`config.mk`:
```
export PLATFORM = sky130hd
export DESIGN_NAME = rk45di_queue
export DESIGN_NICKNAME = d
export VERILOG_FILES = /design/src/rtl/core/rk45di_pkg.sv /design/src/rtl/core/rk45di_queue.sv
export SDC_FILE = /design/constraint.sdc
export NUM_CORES = 1
export LEC_CHECK = 0
export ABC_AREA = 1
export BUFFER_PORTS_ARGS = -buffer_cell sky130_fd_sc_hd__buf_2
export CELL_PAD_IN_SITES_DETAIL_PLACEMENT = 0
export CELL_PAD_IN_SITES_GLOBAL_PLACEMENT = 1
export CORE_UTILIZATION = 31
export DETAILED_ROUTE_END_ITERATION = 6
export HOLD_SLACK_MARGIN = 0.06
export PLACE_DENSITY = 0.57
export SLEW_MARGIN = 20
export SYNTH_ARGS = -nofsm -noshare
export SYNTH_HDL_FRONTEND = slang
export SYNTH_SLANG_ARGS = --single-unit
```
`constraint.sdc`:
```
create_clock -name clk -period 24.2 [get_ports clk]
set_input_delay 1.21 -clock clk [delete_from_list [all_inputs] [get_ports clk]]
set_output_delay 1.21 -clock clk [all_outputs]
set_load 0.02 [all_outputs]
```
`src/rtl/core/rk45di_pkg.sv`:
```
// ----------------------------------------------------------------------------
// rk45di_pkg
// Types, widths and weight polynomial coefficients of the dense output unit.
// ----------------------------------------------------------------------------
package rk45di_pkg;

  localparam int THETA_W   = 17;
  localparam int DATA_W    = 32;
  localparam int LANES     = 6;
  localparam int HORNER    = 4;
  localparam int THETA_FB  = 16;
  localparam int WEIGHT_FB = 30;
  localparam int ACC_W     = 38;
  localparam int WGT_W     = 34;
  localparam int TERM_W    = 38;
  localparam int SUM_W     = 38;
  localparam int SPLIT     = 19;
  localparam int PP_W      = DATA_W + SPLIT;
  localparam int PROD_W    = DATA_W + SUM_W + 1;
  localparam int RES_W     = DATA_W + 3;
  localparam int QMAG_W    = DATA_W + 1;

  localparam int QUEUE_DEPTH = 4;
  localparam int QPTR_W      = $clog2(QUEUE_DEPTH);
  localparam int QCNT_W      = $clog2(QUEUE_DEPTH + 1);

  typedef logic [THETA_W-1:0]        theta_t;
  typedef logic signed [DATA_W-1:0]  data_t;
  typedef logic signed [ACC_W-1:0]   acc_t;
  typedef logic signed [WGT_W-1:0]   wgt_t;
  typedef logic signed [TERM_W-1:0]  term_t;
  typedef logic signed [SUM_W-1:0]   sum_t;

  localparam theta_t THETA_ONE = theta_t'(1) << THETA_FB;
  localparam data_t  DATA_MAX  = {1'b0, {(DATA_W-1){1'b1}}};
  localparam data_t  DATA_MIN  = {1'b1, {(DATA_W-1){1'b0}}};

  typedef struct packed {
    theta_t                  theta;
    logic [DATA_W-1:0]       step_size;
    logic [DATA_W-1:0]       start_value;
    logic [LANES-1:0][DATA_W-1:0] slope;
  } item_t;

  typedef struct packed {
    logic  valid;
    item_t item;
  } push_t;

  typedef struct packed {
    logic  avail;
    item_t item;
  } head_t;

  // Q.30 coefficients of theta^1..theta^4 for the weights of k1, k3..k7
  localparam acc_t COEF [LANES][HORNER] = '{
    '{ 38'sd1073741824, -38'sd3070230528,  38'sd3310703957, -38'sd1216348160 },
    '{ 38'sd0,           38'sd4341274221, -38'sd6753093233,  38'sd2894182814 },
    '{ 38'sd0,          -38'sd4194304000,  38'sd11184810667, -38'sd6291456000 },
    '{ 38'sd0,           38'sd2999956152, -38'sd7384507450,  38'sd4038402512 },
    '{ 38'sd0,          -38'sd1687308581,  38'sd3937053355, -38'sd2109135726 },
    '{ 38'sd0,           38'sd1610612736, -38'sd4294967296,  38'sd2684354560 }
  };

  // round(a * theta / 2^16), ties away from zero
  function automatic acc_t theta_mul(acc_t a, theta_t t);
    logic [ACC_W-1:0]         mag;
    logic [ACC_W+THETA_W-1:0] prod;
    logic [ACC_W-1:0]         res;
    mag  = a[ACC_W-1] ? ACC_W'(-a) : ACC_W'(a);
    prod = (ACC_W+THETA_W)'(mag) * (ACC_W+THETA_W)'(t)
         + ((ACC_W+THETA_W)'(1) << (THETA_FB - 1));
    res  = prod[ACC_W+THETA_FB-1:THETA_FB];
    return a[ACC_W-1] ? acc_t'(-res) : acc_t'(res);
  endfunction

  // round(w * k / 2^30), ties away from zero
  function automatic term_t weight_mul(wgt_t w, data_t k);
    logic [WGT_W-1:0]        wmag;
    logic [DATA_W-1:0]       kmag;
    logic [WGT_W+DATA_W-1:0] prod;
    logic [TERM_W-1:0]       res;
    wmag = w[WGT_W-1] ? WGT_W'(-w) : WGT_W'(w);
    kmag = k[DATA_W-1] ? DATA_W'(-k) : DATA_W'(k);
    prod = (WGT_W+DATA_W)'(wmag) * (WGT_W+DATA_W)'(kmag)
         + ((WGT_W+DATA_W)'(1) << (WEIGHT_FB - 1));
    res  = TERM_W'(prod[WGT_W+DATA_W-1:WEIGHT_FB]);
    return (w[WGT_W-1] ^ k[DATA_W-1]) ? term_t'(-res) : term_t'(res);
  endfunction

endpackage

```
`src/rtl/core/rk45di_queue.sv`:
```
// ----------------------------------------------------------------------------
// rk45di_queue
// Short FIFO between the input stage and the arithmetic pipeline.
// ----------------------------------------------------------------------------
module rk45di_queue import rk45di_pkg::*; (
  input  logic  clk,
  input  logic  rst,
  input  push_t push,
  output logic  push_ready,
  input  logic  pop,
  output head_t head
);

  item_t             entry [QUEUE_DEPTH];
  logic [QPTR_W-1:0] wr_ptr;
  logic [QPTR_W-1:0] rd_ptr;
  logic [QCNT_W-1:0] count;
  logic              do_push;
  logic              do_pop;

  assign push_ready = (count != QCNT_W'(QUEUE_DEPTH));
  assign do_push    = push.valid && push_ready;
  assign do_pop     = pop && (count != '0);

  always_ff @(posedge clk) begin
    if (rst) begin
      wr_ptr <= '0;
      rd_ptr <= '0;
      count  <= '0;
    end else begin
      if (do_push) begin
        wr_ptr <= (wr_ptr == QPTR_W'(QUEUE_DEPTH - 1)) ? '0 : wr_ptr + 1'b1;
      end
      if (do_pop) begin
        rd_ptr <= (rd_ptr == QPTR_W'(QUEUE_DEPTH - 1)) ? '0 : rd_ptr + 1'b1;
      end
      if (do_push && !do_pop) begin
        count <= count + 1'b1;
      end else if (do_pop && !do_push) begin
        count <= count - 1'b1;
      end
    end
  end

  always_ff @(posedge clk) begin
    if (do_push) begin
      entry[wr_ptr] <= push.item;
    end
  end

  assign head.avail = (count != '0);
  assign head.item  = entry[rd_ptr];

endmodule

```
### Word-level counts from Yosys, hierarchy flattened

Memories as Yosys holds them, arrays and structs flattened. A register that Yosys moved wholly into a read port is not among the register bits.
Index checks and enable logic that the tools add are counted.

| word-level totals | value |
|---|---|
| register bits after elaboration | 7 |
| memory bits (writable) | 1092 |
| input port bits | 277 |
| output and inout bits | 275 |
| word-level logic and storage cells | 27 |
| memories kept | 1 |

| cells by class | value |
|---|---|
| $add $sub $neg | 4 |
| equality and inequality tests | 3 |
| multiplexer cells | 8 |
| reduce and logical (&&, ||, !) cells | 8 |

Memories:

| memory | words | width | read ports | clocked after memory_dff | write ports | line | text |
|---|---|---|---|---|---|---|---|
| entry | 4 | 273 | 1 | 1 | 1 | rk45di_queue.sv:14 | `item_t entry [QUEUE_DEPTH];` |

Operators with widths:

| cell | number |
|---|---|
| $mux W2 | 4 |
| $mux W3 | 2 |
| $add A2 B1 Y2 const B | 2 |
| $eq A2 B2 Y1 const B | 2 |
| $logic_and A1 B1 Y1 | 4 |
| $add A3 B1 Y3 const B | 1 |
| $ne A3 B3 Y1 const B | 1 |
| $reduce_bool A3 Y1 | 1 |
| $sub A3 B1 Y3 const B | 1 |
| $logic_not A1 Y1 | 2 |
| $mux W1 | 2 |
| $reduce_bool A2 Y1 | 1 |

### Depth between registers and ports, before layout

| depth | value |
|---|---|
| word-level depth | 6 |
| mapped depth | 13 |
| gate-level depth less buffers | 13 |

### Worst setup path before layout

No wires, ideal clock.

| path | value |
|---|---|
| kind | input-to-reg |
| start point | input push[273] in the netlist's numbering |
| end point | memory entry[0][0] in the netlist's numbering, enable pin |
| setup time | 914 ps |
| arrival | 12671 ps |
| data required time | 23286 ps |
| slack | 10615 ps |
| cell stages on the path | 2 |
| path buffers | 0 |
| path through | nand2_1 > nor2_1 |

| on the way | value |
|---|---|
| longest elaborated chain between the ends | 3 |

RTL lines:

| item | line | text |
|---|---|---|
| start: declaration | rk45di_queue.sv:8 | `input push_t push,` |
| $logic_and A1 B1 Y1 | rk45di_queue.sv:22 | `assign do_push = push.valid && push_ready;` |
| $mux W1 | rk45di_queue.sv:46 | `if (do_push) begin` |
| $mux W1 (not written as such) | rk45di_queue.sv:47 | `entry[wr_ptr] <= push.item;` |
| end: declaration | rk45di_queue.sv:14 |  |

Every way passes these cells.

==> flow_summary.yaml <==
status:
  status: "completed"
critical_path:
  slowest_delay_ps: 820
  r2r_setup_slack_ps: 19860
  reg2reg_to: "entry[0][128]"
  critPathKind: "flip-flop to output port"
  cp-end-kind: "output port"
  worstPathCellList: "clkinv_16, buf_4, buf_4, o21ai_0, o22ai_1, buf_2"
  crit_buf_inv: 4
  crit_required_ps: 22990
  timing.rr.start: "count[0]"
  critical_path.top_delay_family: "buffers and inverters"
  crit_top_cell: "buf_4"
  slowest_stage: "buf_4"
  crit_path_end: "head[249]"
  r2r_cells: 7
  critPathLaunchType: "flip-flop"
  cp_num_cells: 6
  cp_max_fo: 292
  arrival_ps: 4190
yosys:
  async_reset_ff_frac: 0
  ys_ff_latch: 1101
  synth-edff-count: 1092
  synth_area_per_cell_um2: 15.1
  yosys.area.top_type: "edfxtp_1"
  syn-num-nets: 2993
  synth_common_cells: "edfxtp_1, nor2_1, o21ai_0"
  ys_seq_area_frac: 0.804
  netlist_instances: 2709
  yosysMostFrequentCell: "edfxtp_1"
  yosys-top-cells-area: "edfxtp_1, o21ai_0, nor2_1"
  netlist.area_leader.share: 0.800
  yosys_warnings: 0
  synth_ff_type: "edfxtp_1"
  ys_types: 23
  syn_area_um2: 41000
cells_and_area:
  nNetsFinal: 3511
  layout-drive-gt1-share: 0.223
  fill_cells: 12600
  area_growth_pct: 18.5
sta:
  rsz0062_at_grt: "no"
  max_freq_mhz: 185
  min_period_ps: 5400
  setup_viol: 0
  tns_ps: 0
  finalCritPeriodShare: 0.223
  finalWorstSetupSlack_ps: 18800
  finalHoldViolCount: 0
  timing.hold.ws_ps: 517
  fin_worst_skew_ps: 21.1
  relSlewSlack: 0.230
  drv_slew: 0
  worst_pin_slew_ps: 1160
clock_network:
  root_buffer: "clkbuf_16"
  clk_latency_ps: 720
  cts_inserted_buffers: 117
  cts_sinks: 1101
  hold_buffers: 0
  cts_max_path_buffers: 3
  htreeDepth: 3
  cts_tree: "yes"
  post_cts_buffers: 0
  cts.repair.resized: 0
  cts.clk_slew.worst_paths_ps: 60
drt:
  drt.antenna.violating_nets: 0
  vias: 24100
  wirelength_um: 103000
  wl_per_cell_um: 20.3
  firstDrtPassIters: 5
  route.detailed.drc: 0
  vias_per_cell: 4.73
  drt-initial-drc-count: 1275
run:
  drv_cap: 0
place:
  port-buffer-count: 551
  dp_slack_ps: 18850
  gp_congestion: 0.726
  dp_hpwl_um: 56100
global_route:
  antenna_found_initial: 41
  grt.overflow.total: 0
  grt_pass1_wl_um: 151000
  grt_max_degree: 293
  track_usage: 0.149
  grt_pass1_vias: 23000
floorplanning:
  initial_core_util: 0.312
  io_pins: 552
  die_w_um: 366
  coreArea_um2: 131000
  dieArea_um2: 134000
  die_h_um: 366
  fp-row-count: 133
power_and_ir_drop:
  peakVddDrop_uv: 73.0
  leakagePower_nw: 16.5
  power.total_mw: 5.72
  powerDensity_nw_per_um2: 118
hold_path:
  hp-class: "flip-flop to flip-flop"
[where the power goes]
group | internal (mW) | total, mW | leakage (nW) | switching, mW
combinational | 0.447 | 1.69 | 4.72 | 1.24
clock | 0.921 | 1.64 | 1.70 | 0.720
sequential | 2.32 | 2.38 | 10.1 | 0.0592
total | 3.69 | 5.72 | 16.5 | 2.02
[metrics by stage]
| stage | cells | util | instance area [um^2] |
|---|---|---|---|
| floorplan | 2709 | - | 41000 |
| global placement | 4863 | 0.343 | 45100 |
| detailed placement | 4863 | 0.343 | 45100 |
| CTS | 5078 | 0.370 | 48600 |
| global route | 5084 | 0.370 | 48600 |
| finish | 5090 | 0.370 | 48600 |
[cells in the final DEF (no fill, tap or decap)]
master and instances:
diode_2 12, o21ai_0 468, buf_2 551, inv_6 3, nor2_1 559, a21oi_1 2
clkbuf_1 36, xor2_1 1, o22ai_1 273, clkinvlp_4 5, buf_12 5, buf_4 23
ha_1 6, edfxtp_1 1092, buf_6 1, clkinv_2 20, inv_1 14, clkbuf_16 119
fa_1 1, dfxtp_1 7, clkinv_1 25, bufinv_16 2, o21ai_1 79, nand3_1 1
clkinv_16 1, nor2_4 4, nand2_1 14, nand3b_1 2, clkinv_4 2, dfxtp_4 2
clkinv_8 2, inv_8 2, nand4_1 1
[registers in the layout, summed over array words and instances (netlist names), named ones only]
| register | cells |
|---|---|
| wr_ptr | 2 |
| rd_ptr | 2 |
| count | 3 |
| entry | 1092 |
[worst reg2reg max path, cell delays in order, from the launching register on]
cell and delay [ps]:
dfxtp_1 380, nor2_1 80, nand2_1 120, nand2_1 290, nor2_4 660, buf_4 600, buf_4 830, buf_4 910
[how the worst min path moves through the flow]
| stage | endpoint | from | depth (start not counted) | slack (ps) |
|---|---|---|---|---|
| 3_3_place_gp | flip-flop | rd_ptr[1] | 2 | 500 |
| 4_1_cts | flip-flop | rd_ptr[1] | 2 | 520 |
| 6_report | flip-flop | rd_ptr[1] | 2 | 520 |
| 2_1_floorplan | flip-flop | rd_ptr[1] | 2 | 480 |
| 3_5_place_dp | flip-flop | rd_ptr[1] | 2 | 520 |
| 5_1_grt | flip-flop | rd_ptr[1] | 2 | 550 |
[area by class of cell]
cell class	count	area [um^2]	share of cell area
tap	1755	2200	0.0452
antenna	12	30.0	0.000618
clock inverter	60	379	0.00780
inverter	16	93.8	0.00193
multi-input combinational	1411	6780	0.139
clock buffer	155	3110	0.0640
sequential	1101	33000	0.678
timing repair buffer	580	3040	0.0626
[cells by family (layout without fill, tap and decap cells)]
logic type	count (synthesis)	count (layout)	share of synthesized area
other cells	0	12	0
simple gates	581	581	0.0535
xor+xnor	1	1	0.000214
fa+ha+maj	7	7	0.00232
buf+inv	197	811	0.0314
compound gates	822	822	0.109
flops	1101	1101	0.804
[metal layers]
layer / global-route usage / wire, um / up-vias / part of all wire
met1: 0.186 / 43100 / 11900 / 0.42
met4: 0.0513 / 3080 / 44 / 0.030
met5: 0 / 299 / - / 0.0029
met2: 0.239 / 49000 / 581 / 0.47
li1: - / - / 11300 / -
met3: 0.0532 / 7710 / 211 / 0.075
Power figures use the tool's default switching activity.
