===== src/rtl/core/rk45di_pkg.sv =====
// ----------------------------------------------------------------------------
// rk45di_pkg
// Types, widths and weight polynomial coefficients of the dense output unit.
// ----------------------------------------------------------------------------
package rk45di_pkg;

  localparam int THETA_W   = 17;
  localparam int DATA_W    = 32;
  localparam int LANES     = 6;
  localparam int HORNER    = 4;
  localparam int THETA_FB  = 16;
  localparam int WEIGHT_FB = 30;
  localparam int ACC_W     = 38;
  localparam int WGT_W     = 34;
  localparam int TERM_W    = 38;
  localparam int SUM_W     = 38;
  localparam int SPLIT     = 19;
  localparam int PP_W      = DATA_W + SPLIT;
  localparam int PROD_W    = DATA_W + SUM_W + 1;
  localparam int RES_W     = DATA_W + 3;
  localparam int QMAG_W    = DATA_W + 1;

  localparam int QUEUE_DEPTH = 4;
  localparam int QPTR_W      = $clog2(QUEUE_DEPTH);
  localparam int QCNT_W      = $clog2(QUEUE_DEPTH + 1);

  typedef logic [THETA_W-1:0]        theta_t;
  typedef logic signed [DATA_W-1:0]  data_t;
  typedef logic signed [ACC_W-1:0]   acc_t;
  typedef logic signed [WGT_W-1:0]   wgt_t;
  typedef logic signed [TERM_W-1:0]  term_t;
  typedef logic signed [SUM_W-1:0]   sum_t;

  localparam theta_t THETA_ONE = theta_t'(1) << THETA_FB;
  localparam data_t  DATA_MAX  = {1'b0, {(DATA_W-1){1'b1}}};
  localparam data_t  DATA_MIN  = {1'b1, {(DATA_W-1){1'b0}}};

  typedef struct packed {
    theta_t                  theta;
    logic [DATA_W-1:0]       step_size;
    logic [DATA_W-1:0]       start_value;
    logic [LANES-1:0][DATA_W-1:0] slope;
  } item_t;

  typedef struct packed {
    logic  valid;
    item_t item;
  } push_t;

  typedef struct packed {
    logic  avail;
    item_t item;
  } head_t;

  // Q.30 coefficients of theta^1..theta^4 for the weights of k1, k3..k7
  localparam acc_t COEF [LANES][HORNER] = '{
    '{ 38'sd1073741824, -38'sd3070230528,  38'sd3310703957, -38'sd1216348160 },
    '{ 38'sd0,           38'sd4341274221, -38'sd6753093233,  38'sd2894182814 },
    '{ 38'sd0,          -38'sd4194304000,  38'sd11184810667, -38'sd6291456000 },
    '{ 38'sd0,           38'sd2999956152, -38'sd7384507450,  38'sd4038402512 },
    '{ 38'sd0,          -38'sd1687308581,  38'sd3937053355, -38'sd2109135726 },
    '{ 38'sd0,           38'sd1610612736, -38'sd4294967296,  38'sd2684354560 }
  };

  // round(a * theta / 2^16), ties away from zero
  function automatic acc_t theta_mul(acc_t a, theta_t t);
    logic [ACC_W-1:0]         mag;
    logic [ACC_W+THETA_W-1:0] prod;
    logic [ACC_W-1:0]         res;
    mag  = a[ACC_W-1] ? ACC_W'(-a) : ACC_W'(a);
    prod = (ACC_W+THETA_W)'(mag) * (ACC_W+THETA_W)'(t)
         + ((ACC_W+THETA_W)'(1) << (THETA_FB - 1));
    res  = prod[ACC_W+THETA_FB-1:THETA_FB];
    return a[ACC_W-1] ? acc_t'(-res) : acc_t'(res);
  endfunction

  // round(w * k / 2^30), ties away from zero
  function automatic term_t weight_mul(wgt_t w, data_t k);
    logic [WGT_W-1:0]        wmag;
    logic [DATA_W-1:0]       kmag;
    logic [WGT_W+DATA_W-1:0] prod;
    logic [TERM_W-1:0]       res;
    wmag = w[WGT_W-1] ? WGT_W'(-w) : WGT_W'(w);
    kmag = k[DATA_W-1] ? DATA_W'(-k) : DATA_W'(k);
    prod = (WGT_W+DATA_W)'(wmag) * (WGT_W+DATA_W)'(kmag)
         + ((WGT_W+DATA_W)'(1) << (WEIGHT_FB - 1));
    res  = TERM_W'(prod[WGT_W+DATA_W-1:WEIGHT_FB]);
    return (w[WGT_W-1] ^ k[DATA_W-1]) ? term_t'(-res) : term_t'(res);
  endfunction

endpackage


===== src/rtl/core/rk45di_if.sv =====
// ----------------------------------------------------------------------------
// rk45di_if
// Valid/ready channels for input items and interpolated results.
// ----------------------------------------------------------------------------
interface rk45di_sample_if import rk45di_pkg::*; ();
  logic                     valid;
  logic                     ready;
  logic [THETA_W-1:0]       fraction;
  logic signed [DATA_W-1:0] step_size;
  logic signed [DATA_W-1:0] start_value;
  logic signed [DATA_W-1:0] slope_one;
  logic signed [DATA_W-1:0] slope_three;
  logic signed [DATA_W-1:0] slope_four;
  logic signed [DATA_W-1:0] slope_five;
  logic signed [DATA_W-1:0] slope_six;
  logic signed [DATA_W-1:0] slope_seven;

  modport source (
    output valid, fraction, step_size, start_value, slope_one, slope_three,
           slope_four, slope_five, slope_six, slope_seven,
    input  ready
  );
  modport sink (
    input  valid, fraction, step_size, start_value, slope_one, slope_three,
           slope_four, slope_five, slope_six, slope_seven,
    output ready
  );
endinterface



===== src/rtl/core/rk45di_front.sv =====
// ----------------------------------------------------------------------------
// rk45di_front
// Input stage: accept an item, clamp the fraction to one, register for push.
// ----------------------------------------------------------------------------
module rk45di_front import rk45di_pkg::*; (
  input  logic          clk,
  input  logic          rst,
  rk45di_sample_if.sink sample,
  input  logic          push_ready,
  output push_t         push
);

  logic   hold_valid;
  item_t  hold_item;
  item_t  item_next;

  assign sample.ready = !hold_valid || push_ready;

  always_comb begin
    item_next.theta       = (sample.fraction > THETA_ONE) ? THETA_ONE : sample.fraction;
    item_next.step_size   = sample.step_size;
    item_next.start_value = sample.start_value;
    item_next.slope[0]    = sample.slope_one;
    item_next.slope[1]    = sample.slope_three;
    item_next.slope[2]    = sample.slope_four;
    item_next.slope[3]    = sample.slope_five;
    item_next.slope[4]    = sample.slope_six;
    item_next.slope[5]    = sample.slope_seven;
  end

  always_ff @(posedge clk) begin
    if (rst) begin
      hold_valid <= 1'b0;
    end else if (sample.ready) begin
      hold_valid <= sample.valid;
    end
  end

  always_ff @(posedge clk) begin
    if (sample.valid && sample.ready) begin
      hold_item <= item_next;
    end
  end

  assign push.valid = hold_valid;
  assign push.item  = hold_item;

endmodule


===== src/flat_wrapper.sv =====
// flat-port wrapper written by rule: the top's interface ports become plain ports
module rk45di_front_flat import rk45di_pkg::*;
  (clk, rst, push_ready, push, sample_valid, sample_fraction, sample_step_size, sample_start_value, sample_slope_one, sample_slope_three, sample_slope_four, sample_slope_five, sample_slope_six, sample_slope_seven, sample_ready);
  rk45di_sample_if sample_i ();
  input  logic clk;
  input  logic rst;
  input  logic push_ready;
  output push_t push;
  input wire logic [$bits(sample_i.valid)-1:0] sample_valid;
  input wire logic [$bits(sample_i.fraction)-1:0] sample_fraction;
  input wire logic [$bits(sample_i.step_size)-1:0] sample_step_size;
  input wire logic [$bits(sample_i.start_value)-1:0] sample_start_value;
  input wire logic [$bits(sample_i.slope_one)-1:0] sample_slope_one;
  input wire logic [$bits(sample_i.slope_three)-1:0] sample_slope_three;
  input wire logic [$bits(sample_i.slope_four)-1:0] sample_slope_four;
  input wire logic [$bits(sample_i.slope_five)-1:0] sample_slope_five;
  input wire logic [$bits(sample_i.slope_six)-1:0] sample_slope_six;
  input wire logic [$bits(sample_i.slope_seven)-1:0] sample_slope_seven;
  output wire logic [$bits(sample_i.ready)-1:0] sample_ready;
  assign sample_i.valid = sample_valid;
  assign sample_i.fraction = sample_fraction;
  assign sample_i.step_size = sample_step_size;
  assign sample_i.start_value = sample_start_value;
  assign sample_i.slope_one = sample_slope_one;
  assign sample_i.slope_three = sample_slope_three;
  assign sample_i.slope_four = sample_slope_four;
  assign sample_i.slope_five = sample_slope_five;
  assign sample_i.slope_six = sample_slope_six;
  assign sample_i.slope_seven = sample_slope_seven;
  assign sample_ready = sample_i.ready;
  rk45di_front u_core (.clk(clk), .rst(rst), .sample(sample_i), .push_ready(push_ready), .push(push));
endmodule

===== config.mk =====
export PLATFORM = sky130hd
export DESIGN_NAME = rk45di_front_flat
export DESIGN_NICKNAME = d
export VERILOG_FILES = /design/src/rtl/core/rk45di_pkg.sv /design/src/rtl/core/rk45di_if.sv /design/src/rtl/core/rk45di_front.sv /design/src/flat_wrapper.sv
export SDC_FILE = /design/constraint.sdc
export NUM_CORES = 1
export LEC_CHECK = 0
export BUFFER_PORTS_ARGS = -buffer_cell sky130_fd_sc_hd__buf_4
export CAP_MARGIN = 30
export CORE_AREA = 8 8 211 213
export DETAILED_ROUTE_END_ITERATION = 12
export DIE_AREA = 0 0 219 221
export PLACE_DENSITY = 0.48
export SYNTH_ARGS = -nofsm -noshare
export SYNTH_HDL_FRONTEND = slang
export SYNTH_SLANG_ARGS = --single-unit

===== constraint.sdc =====
create_clock -name clk -period 11.8 [get_ports clk]
set_input_delay 0 -clock clk [delete_from_list [all_inputs] [get_ports clk]]
set_output_delay 0 -clock clk [all_outputs]
set_load 0.01 [all_outputs]

Word-level counts from Yosys, hierarchy flattened
Index checks and enable logic that the tools add are counted.
{ "totals": {"regBits": 274, "inputBits": 277, "elab_cells": 14, "out_inout_bits": 275} }
{ "op_classes": {"reduce_logical": 3, "magnitude_cmp": 1} }
{ "ops": {"columns": ["operator", "count"], "rows": [
  ["17-bit > comparator (second input constant)", 1],
  ["1-bit logical AND", 1],
  ["1-bit zero test", 1],
  ["1-bit logical OR", 1]
]} }

Longest topological paths before layout
{ "depth": {"depth_word": 3, "depth_mapped": 3, "ltp_nobuf": 3} }

Worst setup path before layout
No wires, ideal clock.
{ "synth_path": {"path_type": "register to register", "startpoint": "register u_core.hold_valid", "endpoint": "register u_core.hold_item, in the netlist u_core.push[0], enable pin", "setup_ps": 670, "synth_period_minus_slack_ps": 7355, "t_required_ps": 11130, "arrival_ps": 6685, "path_buffers": 0, "stages_incl_launch_ff": 3, "path_slack_ps": 4445, "cell_sequence": "dfxtp_1 -> nand2b_1 -> and2_1"} }
{ "synth_between": {"elab_chain_len": 3} }
{ "synth_lines": {"columns": ["element", "line_no", "rtl"], "rows": [
  ["start, declared", "rk45di_front.sv:13", "logic hold_valid;"],
  ["start signal, assigned", "rk45di_front.sv:35", "hold_valid <= sample.valid;"],
  ["1-bit zero test", "rk45di_front.sv:17", "assign sample.ready = !hold_valid || push_ready;"],
  ["1-bit logical OR", "rk45di_front.sv:17", null],
  ["net sample_ready", "flat_wrapper.sv:19", "output wire logic [$bits(sample_i.ready)-1:0] sample_ready;"],
  ["1-bit logical AND", "rk45di_front.sv:40", "if (sample.valid && sample.ready) begin"],
  ["end signal, assigned", "rk45di_front.sv:41", "hold_item <= item_next;"],
  ["end, declared", "rk45di_front.sv:14", "item_t hold_item;"]
]} }
The timed path passes the listed nets, and every way through them passes these cells.
A chain may end at the register's enable or synchronous reset.

Worst setup path after layout
{ "layout_path": {"startpoint": "register u_core.hold_valid", "endpoint": "register u_core.hold_item, in the netlist u_core.push[264], enable pin"} }
{ "layout_between": {"elab_chain_len": 3} }
{ "layout_lines": {"columns": ["element", "line_no"], "rows": [
  ["1-bit zero test", "rk45di_front.sv:17"],
  ["1-bit logical OR", "rk45di_front.sv:17"],
  ["1-bit logical AND", "rk45di_front.sv:40"]
]} }
No other way between the ends.

==> summary.txt <==
Timing
  • Final-report hold violation count: 0
  • Worst slew margin relative to its limit: 0.383
  • Final setup vio count: 0
  • Min Tclk post-route: 3.19 ns
  • Total count of max-transition violations in the final report: 0
  • Skew final: 0.0127 ns
  • F_max: 314 MHz
  • Final hold slack: 0.158 ns
  • Transition time of the tightest slew-check pin: 0.925 ns
  • Unrepaired setup endpoints after global routing: false
  • Period utilization: 0.270
  • Final setup TNS: 0 ns

Run
  • Total of max-cap violations: 0

GRT
  • Total routing resource utilization after global routing: 0.119
  • GR Layer Usage met3: 0.0473
  • Met2 usage in global routing: 0.214
  • Maximum number of pins on one net before global-route repair: 72
  • Number of antenna violations at the first check in global routing: 3
  • Number of global-route vias before repair: 7226
  • Global-route met1 utilization: 0.123
  • Global route hottest layer: met2
  • Aggregate global routing overflow: 0
  • Global-route wire length before repair: 44.3 mm

Synthesis
  • Count of unique library cells instantiated by Yosys: 13
  • Post-synthesis cell type with the largest combined area: sky130_fd_sc_hd__edfxtp_1
  • Synth Net Count: 579
  • Total standard cell area after synthesis: 8450 sq um
  • Mean cell area of the mapped netlist: 28.0 sq um
  • Register area share after synthesis: 0.972
  • Post-Synthesis Cells: 302
  • FF+latch count, synth: 274
  • Cells taking the most area after synthesis: sky130_fd_sc_hd__edfxtp_1, sky130_fd_sc_hd__nor2b_1, sky130_fd_sc_hd__nor4_4, sky130_fd_sc_hd__a41oi_4, sky130_fd_sc_hd__nor4_2
  • Synth top area share: 0.970
  • Number of warnings issued by yosys: 0

Clock network
  • Root Buffer: sky130_fd_sc_hd__clkbuf_16
  • Clock latency at the later pin of the worst-skew pair: 0.55 ns
  • Total clock buffers created by CTS: 31
  • Num Clock Sinks: 274
  • Maximum level of the CTS H-tree: 1
  • CTS tree: yes
  • Clock-pin slew on the worst setup and hold paths: 0.06 ns
  • Clock Tree Buf Depth: 3

Final layout
  • Storage element area: 8220 sq um
  • Area of the multi-input gates: 218 sq um
  • Fraction of the core area covered by cells at the end of the flow: 0.414
  • Count of fill cells added during filler insertion: 3743
  • Post-route design area: 17100 sq um
  • Net count, final: 1440
  • Share of post-route cells with drive strength above 1: 0.511
  • P&R area growth vs syn: 102%

Pwr
  • LEAKAGE: 7.04 nW
  • Power consumption: 2.43 mW
  • Power density normalized to cell area: 142 nW/um^2
  • Worst ir drop on vdd: 0.119 mV

Outcome
  • Run status: complete, no violations

Setup path
  • R2R Path Start: u_core.hold_valid$_SDFFE_PP0P_
  • Worst path top cell family by delay: buffers and inverters
  • Max incr delay on CP: 0.84 ns
  • CP Buf/Inv Count: 2
  • Cell occurring most often along the worst timing path: sky130_fd_sc_hd__buf_4
  • Cells along the critical path: nand2b_1 > and2_4 > buf_4 > buf_4
  • Endpoint arrival time on the critical path: 3.36 ns
  • Worst setup startpoint: u_core.hold_valid$_SDFFE_PP0P_
  • Startpoint-to-endpoint class of the critical path: reg2reg
  • Worst Setup Start Kind: register
  • CP max FO: 71
  • Nature of the critical path endpoint: register
  • Cell with the largest stage delay on the worst path: sky130_fd_sc_hd__buf_4
  • Data required, critical path: 11.97 ns

Routing
  • Routed length per placed instance: 17.9 microns
  • Iter 0 DRT Violations: 320
  • Detailed-route DRC error count: 0
  • First-pass iteration count of the detailed router: 4
  • Total Routed Length: 30.9 mm
  • Vias after detailed routing: 6338
  • Average vias per placed instance: 3.67
  • Post-route antenna net violation count: 0

Floorplan
  • Area enclosed by the die boundary: 48400 sq um
  • Height of the die: 221 microns
  • Standard-cell rows: 75
  • Effective utilization at floorplan: 0.205
  • Die X: 219 microns
  • Core area: 41300 sq um
  • Number of top-level pins: 552

Min path
  • Min-Delay Path Class: in2reg
  • Hold wc startpoint: sample_valid

Placed design
  • Placed Area: 13300 sq um
  • Quantity of I/O buffers inserted on ports: 551
  • Final weighted congestion of routability-driven global placement: 0.724
  • Placed wire-length estimate after detailed placement: 22.4 mm
[metrics by stage]
stage                     std cells  setup WS [ns]
after floorplan                 302           4.45
after global placement         1393           8.57
after detailed placement       1394           8.56
after CTS                      1726           8.54
after global routing           1727           8.35
final                          1729           8.61
[cells in the mapped netlist, drive strengths merged]
| cell | n |
|---|---|
| nand2b | 1 |
| inv | 2 |
| clkbuf | 1 |
| a21oi | 1 |
| a41oi | 1 |
| nor2b | 16 |
| and2 | 1 |
| dfxtp | 1 |
| edfxtp | 273 |
| nor4 | 4 |
| buf | 1 |
[worst paths after layout]
| check | cells after the start | end | slack, ns |
|---|---|---|---|
| hold reg to reg | 2 | u_core.push[62]$_DFFE_PP_ | 1.07 |
| setup / recovery | 4 | u_core.push[264]$_SDFFCE_PN0P_ | 8.61 |
| setup reg to reg | 4 | u_core.push[264]$_SDFFCE_PN0P_ | 8.61 |
| hold / removal | 2 | u_core.push[62]$_DFFE_PP_ | 0.16 |
[power by group]
part	total [mW]	internal [mW]	switching (mW)
registers	1.16	1.14	0.0167
logic	0.303	0.184	0.119
clock network	0.969	0.589	0.380
[per-layer routing]
| layer | routed length [microns] | part of all wire |
|---|---|---|
| met1 | 10800 | 0.35 |
| met2 | 16000 | 0.52 |
| met3 | 3310 | 0.11 |
| met4 | 803 | 0.026 |
| met5 | 0 | 0 |
[cell type report]
class	instances	share of cell area
timing repair buffer	830	0.406
multi-input combinational	24	0.0127
antenna	3	0.000439
clock buffer	36	0.0465
inverter	2	0.000439
clock inverter	21	0.0136
tap	539	0.0395
sequential	274	0.481
[state kept, by name, summed over array words and instances, names as in the netlist]
register           count
u_core.hold_valid      1
u_core.push          273
[cells by family (layout without fill, tap and decap cells)]
family,Yosys count,after routing,synth area share
DFF,274,274,0.972
and+or+nand+nor,22,22,0.0216
buffers and inverters,4,889,0.00222
other,0,3,0
AOI/OAI and AO/OA,2,2,0.00385
[cell usage in the layout, fill, tap and decap left out, drive strengths merged]
cell type    count
a41oi            1
nor4             4
and2             1
clkinvlp         1
edfxtp         273
nand2b           1
buf            555
dfxtp            1
dlygate4sd3    275
nor2b           16
a21oi            1
inv              3
clkinv          14
clkbuf          36
bufinv           5
diode            3
[timing repair]
item | in CTS | in global routing
hold buffers | 275 | 0
buffers inserted | 0 | 0
gates resized for setup | 0 | 0
endpoints found under the hold margin | 274 | 0
Note: power is estimated with default switching activity, not from simulation.
